File: src/rtl/chacha_pkg.sv
// ----------------------------------------------------------------------------
// chacha_pkg
// Shared types and constants for the ChaCha byte-stream cipher: the controller
// command and status groups, controller states, register indexes and the
// expansion constants.
// ----------------------------------------------------------------------------
package chacha_pkg;

   typedef logic [15:0][31:0]     words_type;
   typedef logic [15:0][3:0][7:0] ks_type;

   // "expand 32-byte k" and "expand 16-byte k", word 0 first
   localparam logic [3:0][31:0] SIGMA32 = {32'h6b206574, 32'h79622d32,
                                           32'h3320646e, 32'h61707865};
   localparam logic [3:0][31:0] SIGMA16 = {32'h6b206574, 32'h79622d36,
                                           32'h3120646e, 32'h61707865};

   // configuration register indexes
   localparam logic [2:0] CSR_KEY_01    = 3'd0;
   localparam logic [2:0] CSR_KEY_23    = 3'd1;
   localparam logic [2:0] CSR_KEY_45    = 3'd2;
   localparam logic [2:0] CSR_KEY_67    = 3'd3;
   localparam logic [2:0] CSR_NONCE     = 3'd4;
   localparam logic [2:0] CSR_SHORT_KEY = 3'd5;
   localparam logic [2:0] CSR_ROUNDS    = 3'd6;
   localparam logic [2:0] CSR_START_CTR = 3'd7;

   // round mode codes
   localparam logic [1:0] RM_20 = 2'd0;
   localparam logic [1:0] RM_12 = 2'd1;
   localparam logic [1:0] RM_8  = 2'd2;

   localparam logic [4:0] ROUNDS_20 = 5'd20;
   localparam logic [4:0] ROUNDS_12 = 5'd12;
   localparam logic [4:0] ROUNDS_8  = 5'd8;

   localparam logic [5:0] LAST_POS = 6'd63;

   typedef enum logic [3:0] {
      ST_IDLE  = 4'b0001,
      ST_ROUND = 4'b0010,
      ST_FEED  = 4'b0100,
      ST_EMIT  = 4'b1000
   } state_type;

   typedef struct packed {
      logic accept;
      logic round;
      logic diag;
      logic feed;
      logic emit;
   } cmd_type;

   typedef struct packed {
      logic       need_block;
      logic       out_free;
      logic [4:0] round_total;
   } status_type;

endpackage

File: src/rtl/chacha_ctrl.sv
// ----------------------------------------------------------------------------
// chacha_ctrl
// Sequencer: takes a byte, runs the rounds and feed-forward when a fresh
// keystream block is needed, then hands the result to the output register.
// ----------------------------------------------------------------------------
module chacha_ctrl (
   input  logic                   clock,
   input  logic                   reset,
   input  logic                   req_valid,
   output logic                   req_stall,
   input  chacha_pkg::status_type status,
   output chacha_pkg::cmd_type    cmd
);

   import chacha_pkg::*;

   state_type  state_ff, state_in;
   logic [4:0] rnd_ff, rnd_in;
   logic       last_round;

   assign req_stall  = (state_ff != ST_IDLE);
   assign last_round = (rnd_ff == status.round_total - 5'd1);

   always_comb begin
      state_in   = state_ff;
      rnd_in     = rnd_ff;
      cmd        = '0;
      cmd.diag   = rnd_ff[0];
      case (state_ff)
         ST_IDLE: begin
            rnd_in = '0;
            if (req_valid) begin
               cmd.accept = 1'b1;
               state_in   = status.need_block ? ST_ROUND : ST_EMIT;
            end
         end
         ST_ROUND: begin
            cmd.round = 1'b1;
            rnd_in    = rnd_ff + 5'd1;
            if (last_round) begin
               state_in = ST_FEED;
            end
         end
         ST_FEED: begin
            cmd.feed = 1'b1;
            state_in = ST_EMIT;
         end
         ST_EMIT: begin
            // hold until the output register can take the byte
            if (status.out_free) begin
               cmd.emit = 1'b1;
               state_in = ST_IDLE;
            end
         end
         default: begin
            state_in = ST_IDLE;
         end
      endcase
   end

   always_ff @(posedge clock) begin
      if (reset) begin
         state_ff <= ST_IDLE;
         rnd_ff   <= '0;
      end else begin
         state_ff <= state_in;
         rnd_ff   <= rnd_in;
      end
   end

endmodule

File: config.mk
export PLATFORM = sky130hd
export DESIGN_NAME = chacha_ctrl
export DESIGN_NICKNAME = d
export VERILOG_FILES = /design/src/rtl/chacha_pkg.sv /design/src/rtl/chacha_ctrl.sv
export SDC_FILE = /design/constraint.sdc
export NUM_CORES = 1
export LEC_CHECK = 0
export BUFFER_PORTS_ARGS = -buffer_cell sky130_fd_sc_hd__buf_4
export CAP_MARGIN = 20
export CELL_PAD_IN_SITES_DETAIL_PLACEMENT = 0
export CELL_PAD_IN_SITES_GLOBAL_PLACEMENT = 1
export CORE_MARGIN = 8
export CORE_UTILIZATION = 38
export DETAILED_ROUTE_END_ITERATION = 16
export PLACE_DENSITY = 0.8
export SYNTH_ARGS = -nofsm -noshare
export SYNTH_HDL_FRONTEND = slang
export SYNTH_SLANG_ARGS = --single-unit
File: constraint.sdc
create_clock -name clock -period 3.1 [get_ports clock]
set_clock_uncertainty 0.15 [all_clocks]
set_input_delay 0.31 -clock clock [delete_from_list [all_inputs] [get_ports clock]]
set_output_delay 0.31 -clock clock [all_outputs]
set_load 0.005 [all_outputs]
* Word-level counts from Yosys, hierarchy flattened *
Index checks and enable logic that the tools add are counted.

word-level totals
  register bits = 9

operators by class
  muxes and demuxes = 12
  equality and inequality tests = 9
  add/sub/neg operators = 2
  reduce and logical (&&, ||, !) cells = 2

operators with widths
  kind                                                                 count
  4-bit 2-to-1 mux                                                     4
  4-bit one-hot mux with 4 select lines                                1
  5-bit one-hot mux with 2 select lines                                1
  1-bit 2-to-1 mux                                                     6
  2-bit != test (second input constant)                                3
  5-bit by 1-bit adder with 5-bit output (second input constant)       1
  5-bit == test                                                        1
  5-bit by 1-bit subtractor with 5-bit output (second input constant)  1
  4-bit by 1-bit == test with 1-bit output (second input constant)     1
  4-bit by 2-bit == test with 1-bit output (second input constant)     1
  4-bit by 3-bit == test with 1-bit output (second input constant)     1
  4-bit == test (second input constant)                                1
  4-bit by 1-bit != test with 1-bit output (second input constant)     1
  3-bit AND reduction                                                  1
  2-bit nonzero test                                                   1

* Longest topological paths before layout *
  depth in word-level cells = 4
  gate-level depth with buffers = 6

* Least setup slack after synthesis *
Ideal clock, no wire load.

  path type = reg-to-reg
  start point = register state_ff[0]
  end point = register rnd_ff[3]
  setup slack = 1.492 ns
  stages on the path, launching flop included = 7
  arrival = 1.327 ns
  library setup time = 0.131 ns
  data required time = 2.819 ns
  path through = dfxtp_1 > or4b_1 > buf_6 > clkinv_4 > nor2_2 > a21oi_1 > a211oi_2

between the ends
  word-level cells in the longest chain between the ends = 2
  elaborated cells between the ends (all ways) = 4
  those cells by class = eq/ne (2); mux (1); reduce/logical (1)

ends and longest elaborated chain
  element                                                                                                      RTL line           RTL
  from (decl)                                                                                                  chacha_ctrl.sv:17  state_type state_ff, state_in;
  from (signal assigned)                                                                                       chacha_ctrl.sv:66  state_ff <= state_in;
  4-bit by 2-bit == test with 1-bit output / 4-bit by 1-bit == test with 1-bit output (equally long branches)  chacha_ctrl.sv:29  case (state_ff)
  5-bit one-hot mux with 2 select lines / 2-bit nonzero test (equally long branches)                           -
  to (signal assigned)                                                                                         chacha_ctrl.sv:67  rnd_ff <= rnd_in;
  to (decl)                                                                                                    chacha_ctrl.sv:18  logic [4:0] rnd_ff, rnd_in;

Several ways; a longest one is shown, not always the timed one.
A chain may end at the register's enable or synchronous reset.

==> out/metrics.cfg <==
[outcome]
status=complete, no violations

[synthesis]
synth_top_area_share=0.298
syn-num-nets=85
ys_ff_latch=9
yosysUniqueCellTypes=31
synth_edf_count=0
yosys.area_share.xor_xnor=0.116
yosysTopAreaCell=dfxtp_1
async_reset_ff_frac=0
synthCells=73
synthMuxAreaShare=0
netlist_area_um2=606
yosysWarningCount=0
synth_simple_gate_area_frac=0.298
synth_compound_gate_area_share=0.171
seq_area_frac_synth=0.298
synthFlopType=dfxtp_1
syn_avg_cell_area_um2=8.30
synth_fa_ha_area_frac=0.0413
synth.area.top_cells=dfxtp_1 (30%), xnor2_1 (7.2%), nor2_1 (6.8%), xor2_1 (4.3%), a211oi_2 (4.1%)
synth_top_family_by_area=simple AND/OR/NAND/NOR gates

[global_route]
antenna_found_initial=0
grt_max_degree=9
overflow=0
grt_pass1_wl_mm=2.35
track_usage=0.0896
grt_pass1_vias=539

[die]
row_count=14
start_util=0.402
core_um2=1510
die_h_um=55.9
ios=16
die_area_um2=3130
dieWidth_um=55.9

[timing]
relSlewSlack=0.502
slew_violations=0
fin_crit_sh=0.680
tns_ns=0
rsz0062_at_grt=false
finalSetupViolations=0
period_minus_slack_ns=2.11
worst_slew_pin_slew_ns=0.736
hold_violations=0
fmaxAchievable_ghz=0.475

[detailed_routing]
num_vias=557
drt-pass1-iter-count=2
drc_errors=0
wl_per_cell_um=12.6
drt-initial-drc-count=4
wl_mm=1.33
drtAntennaViolNets=0
viasPerCell=5.30

[clocking]
clkLatencyLatePin_ns=0.25
cts_resized=0
htreeDepth=1
cts_made_buffers=3
cts_tree=yes
cts_post_setup_buffers_inserted=0
path_clk_slew_ns=0.06
clockBufferDepth=2
cts_sinks=9
cts-root-buf=clkbuf_4
hold_buffers=0

[setup_path]
crit_type=reg -> out
critPathMaxFanout=6
required_ns=2.64
cp.arrival_ns=1.65
critPathCaptureType=primary output
cp-start-kind=flop

[placed_design]
gp_congestion=0.814
dpl.hpwl_mm=1.06
io_buffers=15
placed_area_um2=716

[layout]
seqCellArea_um2=180
synthToLayoutAreaGrowth_pct=22.5
final_cell_area_um2=742
multi_input_area_um2=379
fillers=157
fin_nets=102
insertedDiodeCount=0
drive_above_1_share=0.247

[run]
maxCapViolCount=0

[power_and_ir_drop]
power_density_nw_per_um2=349
p_leak_nw=0.324
ir_drop_uv=217

[worst_hold_path]
hp-class=in -> reg

power by group:
group	internal (W)	leakage, nW	total (W)	switching (W)
clock	0.0000494	0.0150	0.0000875	0.0000381
combinational	0.0000262	0.236	0.0000499	0.0000237
sequential	0.000118	0.0730	0.000122	0.00000342
total	0.000194	0.324	0.000259	0.0000653
layout by cell type (no fill, tap or decap), drive strengths merged:
| master | netlist | final |
|---|---|---|
| inv | 4 | 4 |
| nor4b | 2 | 2 |
| a22oi | 1 | 1 |
| a41oi | 1 | 1 |
| xor2 | 3 | 3 |
| nor3b | 2 | 2 |
| o211a | 1 | 1 |
| and2b | 2 | 2 |
| or4b | 1 | 1 |
| nor2 | 12 | 12 |
| xnor2 | 5 | 5 |
| a211oi | 2 | 2 |
| clkinv | 1 | 1 |
| o21ai | 4 | 4 |
| clkbuf | 0 | 4 |
| and2 | 3 | 3 |
| o31ai | 1 | 1 |
| nand3b | 1 | 1 |
| dfxtp | 9 | 9 |
| nand3 | 2 | 2 |
| nand4 | 1 | 1 |
| buf | 3 | 15 |
| nand2b | 1 | 1 |
| nor3 | 2 | 2 |
| and3 | 1 | 1 |
| ha | 2 | 2 |
| a21oi | 5 | 5 |
| nor4bb | 1 | 1 |
routing by layer:
metal	up-vias	track usage	wire length (µm)
li1	288	-	-
met3	2	0.0228	83
met1	257	0.107	617
met4	0	0.0722	31
met2	10	0.131	594
met5	-	0	0
synth_stat cells, types with 2 or more instances:
cell type and instances:
xnor2_1 5, nor2_1 11, dfxtp_1 9, and2_1 3, a211oi_2 2, nor4b_1 2, nand3_1 2, a21oi_1 5
nor3_1 2, o21ai_0 3, ha_1 2, xor2_1 3, and2b_1 2, nor3b_1 2, inv_1 4
worst max-delay path, cell delays in order, from the launching register on:
cell and delay, ns:
dfxtp_1 0.35, nor4b_1 0.68, and2_1 0.24, buf_4 0.11
per-stage QoR:
stage           util  cells  hold WS [ns]  total power, W  worst slack, ns
3_5_place_dp   0.475    101         0.359        0.000175             1.24
6_report       0.493    105         0.135        0.000259            0.993
5_1_grt        0.493    105         0.128        0.000277            0.810
3_3_place_gp   0.475    101         0.359        0.000173             1.21
4_1_cts        0.493    105         0.127        0.000263            0.962
2_1_floorplan      -     73         0.323        0.000153             1.49
logic make-up after synthesis:
kind of cell / after synthesis
AND/OR/NAND/NOR: 31
AO/OA/AOI/OAI: 15
flip-flops: 9
XOR/XNOR: 8
buffers and inverters: 8
adder cells (fa/ha/maj): 2
state kept, by name, summed over array words and instances (netlist names):
name	count
rnd_ff	5
state_ff	4
worst paths after layout:
check         startpoint         to  slack [ns]  depth (start not counted)
max          state_ff[1]     cmd[4]        0.99                          3
min                reset  rnd_ff[4]        0.14                          2
max reg2reg  state_ff[0]  rnd_ff[3]        1.33                          5
min reg2reg    rnd_ff[4]  rnd_ff[4]        0.37                          1
cell type report:
cell class / instances / share of cell area
Clock buffer: 4 / 0.0354
Inverter: 5 / 0.0320
Multi-Input combinational cell: 56 / 0.511
Sequential cell: 9 / 0.243
Tap cell: 16 / 0.0270
Timing Repair Buffer: 15 / 0.152
Note: power is estimated with default switching activity, not from simulation.
